**config.mk**
```make
export PLATFORM = sky130hd
export DESIGN_NAME = stable_priority_queue
export DESIGN_NICKNAME = d
export VERILOG_FILES = /design/src/hw/rtl/spq_pkg.sv /design/src/hw/rtl/spq_cell.sv /design/src/hw/rtl/stable_priority_queue.sv
export SDC_FILE = /design/constraint.sdc
export NUM_CORES = 1
export LEC_CHECK = 0
export BUFFER_PORTS_ARGS = -buffer_cell sky130_fd_sc_hd__buf_2
export CORE_MARGIN = 10
export CORE_UTILIZATION = 45
export DETAILED_ROUTE_END_ITERATION = 10
export REMOVE_ABC_BUFFERS = 1
export SYNTH_ARGS = -nofsm -noshare
export SYNTH_HDL_FRONTEND = slang
export SYNTH_SLANG_ARGS = --single-unit
```
**constraint.sdc**
```tcl
create_clock -name clock -period 4.79 [get_ports clock]
set_input_delay 0.958 -clock clock [delete_from_list [all_inputs] [get_ports clock]]
set_output_delay 0.958 -clock clock [all_outputs]
set_load 0.03 [all_outputs]
```
**src/hw/rtl/spq_pkg.sv**
```systemverilog
// ----------------------------------------------------------------------------
// spq_pkg
// Shared types and constants of the stable priority queue: entry layout,
// operation codes and the command broadcast to the cell row.
// ----------------------------------------------------------------------------
package spq_pkg;

   localparam int DEPTH_DEFAULT = 16;
   localparam int PRIO_W        = 8;
   localparam int TAG_W         = 8;
   localparam int OCC_W         = 5;

   typedef enum logic {
      FUNC_PUSH = 1'b0,
      FUNC_POP  = 1'b1
   } func_type;

   typedef struct packed {
      logic [TAG_W-1:0]  tag;
      logic [PRIO_W-1:0] prio;
   } entry_type;

   // command seen by every cell in the cycle of a transfer
   typedef struct packed {
      logic      push_en;
      logic      pop_en;
      entry_type entry;
   } cmd_type;

endpackage

```
**src/hw/rtl/spq_cell.sv**
```systemverilog
// ----------------------------------------------------------------------------
// spq_cell
// One slot of the sorted row. Compares its entry with a pushed entry and
// takes its own, the pushed or a neighbor's entry on each transfer.
// ----------------------------------------------------------------------------
module spq_cell #(
   parameter int INDEX = 0,
   parameter int CNT_W = 5
) (
   input  logic               clock,
   input  spq_pkg::cmd_type   cmd,
   input  logic [CNT_W-1:0]   count,
   input  spq_pkg::entry_type left_entry,
   input  spq_pkg::entry_type right_entry,
   input  logic               left_keep,
   output logic               keep,
   output spq_pkg::entry_type entry
);

   spq_pkg::entry_type entry_ff;
   spq_pkg::entry_type entry_in;
   logic               occupied;
   logic               greater;

   assign occupied = count > CNT_W'(INDEX);
   assign greater  = occupied && (entry_ff.prio > cmd.entry.prio);
   // equal priorities stay ahead of the new entry
   assign keep     = occupied && !greater;
   assign entry    = entry_ff;

   always_comb begin
      entry_in = entry_ff;
      if (cmd.push_en) begin
         if (keep) begin
            entry_in = entry_ff;
         end else if (left_keep) begin
            entry_in = cmd.entry;
         end else begin
            entry_in = left_entry;
         end
      end else if (cmd.pop_en) begin
         entry_in = right_entry;
      end
   end

   always_ff @(posedge clock) begin
      entry_ff <= entry_in;
   end

endmodule

```
**src/hw/rtl/stable_priority_queue.sv**
```systemverilog
// ----------------------------------------------------------------------------
// stable_priority_queue
// Bounded priority queue of job tags kept sorted in a row of cells; lower
// priority values leave first, equal priorities leave in arrival order.
// ----------------------------------------------------------------------------
//  channel  direction  tdata (low bit up)                 tuser
//  req      in         priority_req, job_tag               func
//  rsp      out        out_tag, out_priority, occupancy    out_valid, push_refused
//
//  One push or pop is taken per cycle while req_tready is high; its result
//  is registered and shows in the next cycle. Every cell compares against
//  the pushed entry and shifts in parallel across the whole row.
//  Reset clears the entry count and the result valid flag; slot contents are
//  left as they are. A stalled result holds req_tready low only while it
//  cannot be replaced in the same cycle.
// ----------------------------------------------------------------------------
module stable_priority_queue #(
   parameter int DEPTH = spq_pkg::DEPTH_DEFAULT
) (
   input  logic        clock,
   input  logic        reset,
   input  logic        req_tvalid,
   output logic        req_tready,
   input  logic [15:0] req_tdata,   // priority_req[7:0], job_tag[15:8]
   input  logic [0:0]  req_tuser,   // func[0]
   output logic        rsp_tvalid,
   input  logic        rsp_tready,
   output logic [23:0] rsp_tdata,   // out_tag[7:0], out_priority[15:8], occupancy[20:16]
   output logic [1:0]  rsp_tuser    // out_valid[0], push_refused[1]
);

   localparam int CNT_W = $clog2(DEPTH + 1);

   logic [CNT_W-1:0]   count_ff, count_in;
   logic               rsp_valid_ff, rsp_valid_in;
   logic [23:0]        rsp_data_ff, rsp_data_in;
   logic [1:0]         rsp_user_ff, rsp_user_in;

   logic               accept;
   logic               full;
   logic               empty;
   spq_pkg::func_type  func;
   spq_pkg::cmd_type   cmd;
   spq_pkg::entry_type entry_w [DEPTH];
   logic               keep_w  [DEPTH];

   assign req_tready = !rsp_valid_ff || rsp_tready;
   assign accept     = req_tvalid && req_tready;
   assign full       = count_ff == CNT_W'(DEPTH);
   assign empty      = count_ff == '0;
   assign func       = spq_pkg::func_type'(req_tuser[0]);

   assign cmd.push_en    = accept && (func == spq_pkg::FUNC_PUSH) && !full;
   assign cmd.pop_en     = accept && (func == spq_pkg::FUNC_POP) && !empty;
   assign cmd.entry.prio = req_tdata[7:0];
   assign cmd.entry.tag  = req_tdata[15:8];

   for (genvar i = 0; i < DEPTH; i++) begin : g_cell
      spq_pkg::entry_type left_e;
      spq_pkg::entry_type right_e;
      logic               left_k;
      if (i == 0) begin : g_head
         assign left_e = cmd.entry;
         assign left_k = 1'b1;
      end else begin : g_body
         assign left_e = entry_w[i-1];
         assign left_k = keep_w[i-1];
      end
      if (i == DEPTH - 1) begin : g_tail
         assign right_e = entry_w[i];
      end else begin : g_inner
         assign right_e = entry_w[i+1];
      end
      spq_cell #(
         .INDEX (i),
         .CNT_W (CNT_W)
      ) u_cell (
         .clock       (clock),
         .cmd         (cmd),
         .count       (count_ff),
         .left_entry  (left_e),
         .right_entry (right_e),
         .left_keep   (left_k),
         .keep        (keep_w[i]),
         .entry       (entry_w[i])
      );
   end

   always_comb begin
      count_in = count_ff;
      if (cmd.push_en) begin
         count_in = count_ff + CNT_W'(1);
      end else if (cmd.pop_en) begin
         count_in = count_ff - CNT_W'(1);
      end
   end

   always_comb begin
      rsp_valid_in = rsp_valid_ff;
      rsp_data_in  = rsp_data_ff;
      rsp_user_in  = rsp_user_ff;
      if (accept) begin
         rsp_valid_in          = 1'b1;
         rsp_data_in           = '0;
         rsp_data_in[20:16]    = spq_pkg::OCC_W'(count_in);
         rsp_user_in           = '0;
         if (cmd.pop_en) begin
            rsp_data_in[7:0]   = entry_w[0].tag;
            rsp_data_in[15:8]  = entry_w[0].prio;
            rsp_user_in[0]     = 1'b1;
         end
         if ((func == spq_pkg::FUNC_PUSH) && full) begin
            rsp_user_in[1]     = 1'b1;
         end
      end else if (rsp_tready) begin
         rsp_valid_in = 1'b0;
      end
   end

   always_ff @(posedge clock) begin
      if (reset) begin
         count_ff     <= '0;
         rsp_valid_ff <= 1'b0;
      end else begin
         count_ff     <= count_in;
         rsp_valid_ff <= rsp_valid_in;
      end
      rsp_data_ff <= rsp_data_in;
      rsp_user_ff <= rsp_user_in;
   end

   assign rsp_tvalid = rsp_valid_ff;
   assign rsp_tdata  = rsp_data_ff;
   assign rsp_tuser  = rsp_user_ff;

`ifndef SYNTHESIS
   a_count_bound: assert property (@(posedge clock) disable iff (reset)
      count_ff <= CNT_W'(DEPTH))
      else $error("entry count above depth");

   a_refuse_full: assert property (@(posedge clock) disable iff (reset)
      accept && (func == spq_pkg::FUNC_PUSH) && full
      |=> rsp_tuser[1] && (count_ff == CNT_W'(DEPTH)))
      else $error("push into full queue not refused");

   a_pop_count: assert property (@(posedge clock) disable iff (reset)
      cmd.pop_en |=> rsp_tuser[0] && (count_ff == $past(count_ff) - CNT_W'(1)))
      else $error("pop did not return an entry and drop the count");

   a_head_sorted: assert property (@(posedge clock) disable iff (reset)
      (count_ff >= CNT_W'(2)) |-> (entry_w[0].prio <= entry_w[1].prio))
      else $error("head entry out of order");
`endif

endmodule

```
# Word-level counts from Yosys, hierarchy flattened

Index checks and enable logic that the tools add are counted.
Widths: inputs -> output; s select.

$add $sub $neg: 2
Order comparisons: 32
Equality and inequality tests: 16
Muxes and demuxes: 66
Bitwise operators: 2
Reductions and logical operators: 77

Operators by type and width:

| kind                | number |
|---|---|
| $mux 16             | 60 |
| $gt 8x8->1          | 16 |
| $gt 5x4->1 const B  | 8 |
| $logic_and 1x1->1   | 38 |
| $reduce_and 2->1    | 16 |
| $ne 2x2->1 const B  | 15 |
| $gt 5x3->1 const B  | 4 |
| $logic_not 1->1     | 19 |
| $gt 5x1->1 const B  | 2 |
| $gt 5x2->1 const B  | 2 |
| $mux 5              | 2 |
| $add 5x1->5 const B | 1 |
| $eq 5x5->1 const B  | 1 |
| $logic_not 5->1     | 1 |
| $sub 5x1->5 const B | 1 |
| $mux 1              | 4 |
| $reduce_bool 2->1   | 2 |
| $not 1->1           | 2 |
| $logic_or 1x1->1    | 1 |

Register bits after elaboration: 285
Input port bits: 21
Output and inout port bits: 28
Logic and storage cells: 232

# Longest topological paths before layout

Depth in word-level cells: 7
Depth in mapped cells: 11
Depth with buffers taken out: 8

# Hierarchy

From an unflattened synthesis, not the netlist that was laid out.

Cell total of the unflattened synthesis: 1762
Area total of the unflattened synthesis: 18338.8 sq um

By module, submodules not included:

| module                           | instances | cells each | area an instance (sq um) | sequential area each (sq um) |
|---|---|---|---|---|
| spq_cell (g_cell[14].u_cell ...) | 2         | 102        | 1047.3                   | 480.5 |
| stable_priority_queue            | 1         | 106        | 1365.1                   | 810.8 |
| spq_cell (g_cell[0].u_cell)      | 1         | 103        | 1079.8                   | 480.5 |
| spq_cell (g_cell[5].u_cell)      | 1         | 105        | 1078.5                   | 480.5 |
| spq_cell (g_cell[3].u_cell)      | 1         | 105        | 1074.8                   | 480.5 |
| spq_cell (g_cell[10].u_cell)     | 1         | 106        | 1073.5                   | 480.5 |
| spq_cell (g_cell[11].u_cell)     | 1         | 105        | 1072.3                   | 480.5 |
| spq_cell (g_cell[4].u_cell)      | 1         | 106        | 1071.0                   | 480.5 |
| spq_cell (g_cell[12].u_cell)     | 1         | 104        | 1058.5                   | 480.5 |
| spq_cell (g_cell[1].u_cell)      | 1         | 105        | 1056.0                   | 480.5 |
| spq_cell (g_cell[9].u_cell)      | 1         | 104        | 1056.0                   | 480.5 |
| spq_cell (g_cell[7].u_cell)      | 1         | 101        | 1054.8                   | 480.5 |
| spq_cell (g_cell[2].u_cell)      | 1         | 102        | 1053.5                   | 480.5 |
| spq_cell (g_cell[8].u_cell)      | 1         | 104        | 1053.5                   | 480.5 |
| 2 more rows                      | --        | --         | --                       | -- |

# Worst setup path after synthesis

No wires, ideal clock.

Path type: input to register
From: input port req_tdata[1]
To: register g_cell[11].u_cell.entry_ff (netlist bit g_cell[11].u_cell.entry[0]), enable pin
Setup time: 411 ps
Data arrival time: 3904 ps
Required time: 4379 ps
Setup slack: 475 ps
Stages: 10
Path buffers: 3
Cells stage by stage: clkbuf_1 inv_1 ha_1 nor2b_1 o211ai_1 a211oi_1 nor3_1 buf_2 buf_2 o21ai_0

Cells in the longest elaborated chain, start to end: 6

RTL lines:

| element                           | line                        | source |
|---|---|---|
| from (decl)                       | stable_priority_queue.sv:24 | `input logic [15:0] req_tdata,` |
| $gt 8x8->1                        | spq_cell.sv:26              | `assign greater = occupied && (entry_ff.prio > cmd.entry.prio);` |
| $logic_and 1x1->1                 | spq_cell.sv:26              |  |
| $logic_not 1->1                   | spq_cell.sv:28              | `assign keep = occupied && !greater;` |
| $logic_and 1x1->1                 | spq_cell.sv:28              |  |
| $ne 2x2->1 (no source line)       | --                          |  |
| $reduce_and 2->1 (no source line) | --                          |  |
| to (signal assigned)              | spq_cell.sv:47              | `entry_ff <= entry_in;` |
| to (decl)                         | spq_cell.sv:20              | `spq_pkg::entry_type entry_ff;` |

Every way passes these cells.
A chain may end at the register's enable or synchronous reset.

# Final worst setup path

From: input port req_tdata[1]
To: register g_cell[5].u_cell.entry_ff (netlist bit g_cell[5].u_cell.entry[8]), enable pin

Cells in the longest elaborated chain, start to end: 6

RTL lines:

| element                           | line |
|---|---|
| $gt 8x8->1                        | spq_cell.sv:26 |
| $logic_and 1x1->1                 | spq_cell.sv:26 |
| $logic_not 1->1                   | spq_cell.sv:28 |
| $logic_and 1x1->1                 | spq_cell.sv:28 |
| $ne 2x2->1 (no source line)       | -- |
| $reduce_and 2->1 (no source line) | -- |
| to (signal assigned)              | spq_cell.sv:47 |
| to (decl)                         | spq_cell.sv:20 |

Every way passes these cells.

==> out/results.txt <==
Outcome: completed
TritonCTS clock tree: done
Worst R2R Start: count_ff[0]
Pwr dens: 439.7 mW/mm^2
Crit Path Max Fanout: 17
Final worst path period share: 0.7019
First-pass GRT wire length: 66,720 um
Peak VDD IR: 0.2604 mV
Critical Path AT: 3.58 ns
Critical Path RT: 5.01 ns
Fmax: 297.4 MHz
Reg clk slew, reported paths: 0.06 ns
Crit path max-delay cell type: o21ai_1
Routed wire length: 40,950 um
Met1 Usage GRT: 0.2423
Worst hold slack: 0.5125 ns
Synth top area cells: edfxtp_1, mux2i_1, ha_1
Max_slew headroom: 0.4010
Final std cells w/o fill: 2,140
Post-CTS sizing: 0
Clk buf depth: 3
CP startpoint kind: input port
Post-synth EDFFs: 279
Fin. Hold Viols: 0
Worst-Margin Slew: 0.8956 ns
Sequential area share after synthesis: 0.4948
Max-cap violations: 0
I/O Buffers: 45
GRT met3 Usage: 0.02697
Busiest layer in global routing: met2
Cells along the critical path: buf_2 > inv_1 > ha_1 > nor2b_1 > o211ai_1 > a211oi_1 > nor3_2 > o21ai_1 > buf_4
Die area: 0.04638 mm^2
Synth Instances: 1,566
Warnings, synthesis: 0
Largest net degree at the start of global routing: 81
Placer Congestion: 0.8106
Primary FF master, synth: edfxtp_1
LEAKAGE: 7.227 nW
Synth area leader: edfxtp_1
Post-CTS Setup Bufs: 0
Initial Util: 0.4560
Post-route ant nets: 0
CP bufs+invs: 3
First drt pass iteration count: 5
R2R setup slack: 1.77 ns
Initial antenna violation count: 1
Reg2reg path depth: 6
#FFs+latches synth: 285
GR Util All Layers: 0.1741
Yosys cell types: 44
Placed Instances: 2,077
Fin. max-slew vios: 0
Die Wd: 215.4 um
Clock Latency Late Sink: 0.53 ns
CP max stage delay: 0.54 ns
DRT iter0 DRCs: 779
Drt drc: 0
Num CTS Buffers: 35
Tightest Hold Check Type: flip-flop to flip-flop
R2R Path End: g_cell[5].u_cell.entry[8]
Post-CTS Hold Buffers: 0
CP delay by family, top: buffers and inverters
Via-to-Cell Ratio: 5.643
Hold depth: 2
Hold endpoint: g_cell[14].u_cell.entry[9]
Worst Setup End Kind: flip-flop
RSZ-0062 raised after global routing: no
Setup_tns: 0 ns
Synth Area per Inst: 10.97 um^2
Mean routed wirelength per cell: 19.14 um
Hold_sp: g_cell[15].u_cell.entry[9]
Setup CP Type: input port to flip-flop
CTS H-tree lvls: 2
Antenna fix cells: 0
M2 GR Usage: 0.2798
Core Region: 0.03767 mm^2
Final Setup Violations: 0
Top-area cell type share of the netlist area: 0.4878
Final #Nets: 1,758
Fill cells: 3,494
Clock sink count: 285
Post-Synthesis Cell Area: 0.01718 mm^2
Final worst path period need: 3.362 ns
Total congestion overflow: 0
Fraction of layout cells with a size suffix above 1: 0.1228
Clock root cell: clkbuf_16
Max Clock Skew: 0.01628 ns
Levels on crit path: 9
IO Count: 49
Area Overhead vs Synth: 11.43%
Vias: 12,077
HPWL Detailed: 30,210 um
# rows: 71
Overall power: 0.008415 W
Chip Height: 215.4 um
Async SR Flop Fraction: 0
Vias in the first global route: 12,273
[flip-flops by register name, indices dropped and copies added (netlist names)]
register / count
rsp_tvalid: 1
rsp_tdata: 21
g_cell.u_cell.entry: 256
count_ff: 5
rsp_tuser: 2
[metal layers]
metal  routed length, um  vias to the layer above
met4                 641                        2
met5                  12                        -
met2               18850                      215
met3                1663                       47
met1               19780                     5922
li1                    -                     5891
[cells in the mapped netlist, types with 7 or more instances]
| library cell | instances |
|---|---|
| clkbuf_1 | 38 |
| mux2i_1 | 224 |
| a31oi_1 | 8 |
| inv_1 | 38 |
| o21ai_1 | 9 |
| o21ai_2 | 8 |
| nor2_1 | 87 |
| nor3_1 | 7 |
| and2_1 | 17 |
| mux2_2 | 16 |
| edfxtp_1 | 279 |
| o21ai_0 | 170 |
| a21o_1 | 11 |
| buf_2 | 36 |
| buf_6 | 18 |
| ha_1 | 134 |
| o211ai_1 | 20 |
| nor2b_1 | 21 |
| nand2_1 | 202 |
| buf_4 | 8 |
| nand4_1 | 37 |
| nand3_1 | 13 |
| a21oi_1 | 110 |
| a211oi_1 | 13 |
[metrics by stage]
stage	instance area, um^2	setup slack, ns	utilization
after floorplan	16560	-4.898	-
after global placement	17980	0.9332	0.4774
after detailed placement	17980	0.8915	0.4774
after CTS	19140	1.446	0.5081
after global routing	19140	1.202	0.5081
final	19140	1.428	0.5081
[layout by cell type (no fill, tap or decap), types with 8 or more instances in the layout]
cell type | netlist | routed
o21ai_2 | 8 | 8
edfxtp_1 | 279 | 279
a21oi_1 | 110 | 110
buf_2 | 36 | 45
mux2_2 | 16 | 16
nand3_1 | 13 | 13
inv_1 | 38 | 38
and2_1 | 17 | 17
mux2i_1 | 224 | 224
o21ai_1 | 9 | 23
a211oi_1 | 13 | 11
o21ai_0 | 170 | 156
buf_4 | 8 | 53
clkbuf_16 | 0 | 35
nor2_1 | 87 | 87
nor2b_1 | 21 | 21
nand2_1 | 202 | 202
nand4_1 | 37 | 37
a21o_1 | 11 | 11
ha_1 | 134 | 134
o211ai_1 | 20 | 20
[tightest hold or removal path: cells and delay by family, from the launching register on]
family | cells | cell delay (ns)
AND/OR/NAND/NOR | 1 | 0.06
AO/OA/AOI/OAI | 1 | 0.05
flip-flops | 1 | 0.32
[power by group]
group          internal (W)  switching (W)
logic              0.000866        0.00128
registers           0.00333       0.000277
clock network       0.00160        0.00107
total               0.00579        0.00262
[final cells by class]
type,count,area (um^2),area share
clock buffer,41,918.4,0.04799
clock inverter,22,236.5,0.01236
inverter,38,142.6,0.007453
multi-input combinational,1141,8000,0.4180
sequential,285,8498,0.4440
tap,511,639.4,0.03341
timing repair buffer,102,703.2,0.03674
[how the worst max path moves through the flow]
stage | start | endpoint | slack, ns
floorplan | rsp_tready | g_cell[0].u_cell.entry[0] | -4.90
global placement | req_tdata[3] | g_cell[6].u_cell.entry[9] | 0.93
detailed placement | req_tdata[1] | g_cell[5].u_cell.entry[10] | 0.89
CTS | req_tdata[1] | g_cell[5].u_cell.entry[8] | 1.45
global route | req_tdata[1] | g_cell[5].u_cell.entry[8] | 1.20
finish | req_tdata[1] | g_cell[5].u_cell.entry[8] | 1.43
[kinds of logic after synthesis]
family | synth area share
compound gates | 0.1190
xor+xnor | 0.001530
fa+ha+maj | 0.09762
buf+inv | 0.04458
flops | 0.4948
mux | 0.1410
other cells | 0.0002183
simple gates | 0.1012
No activity file was read; power rests on OpenSTA's default activity.
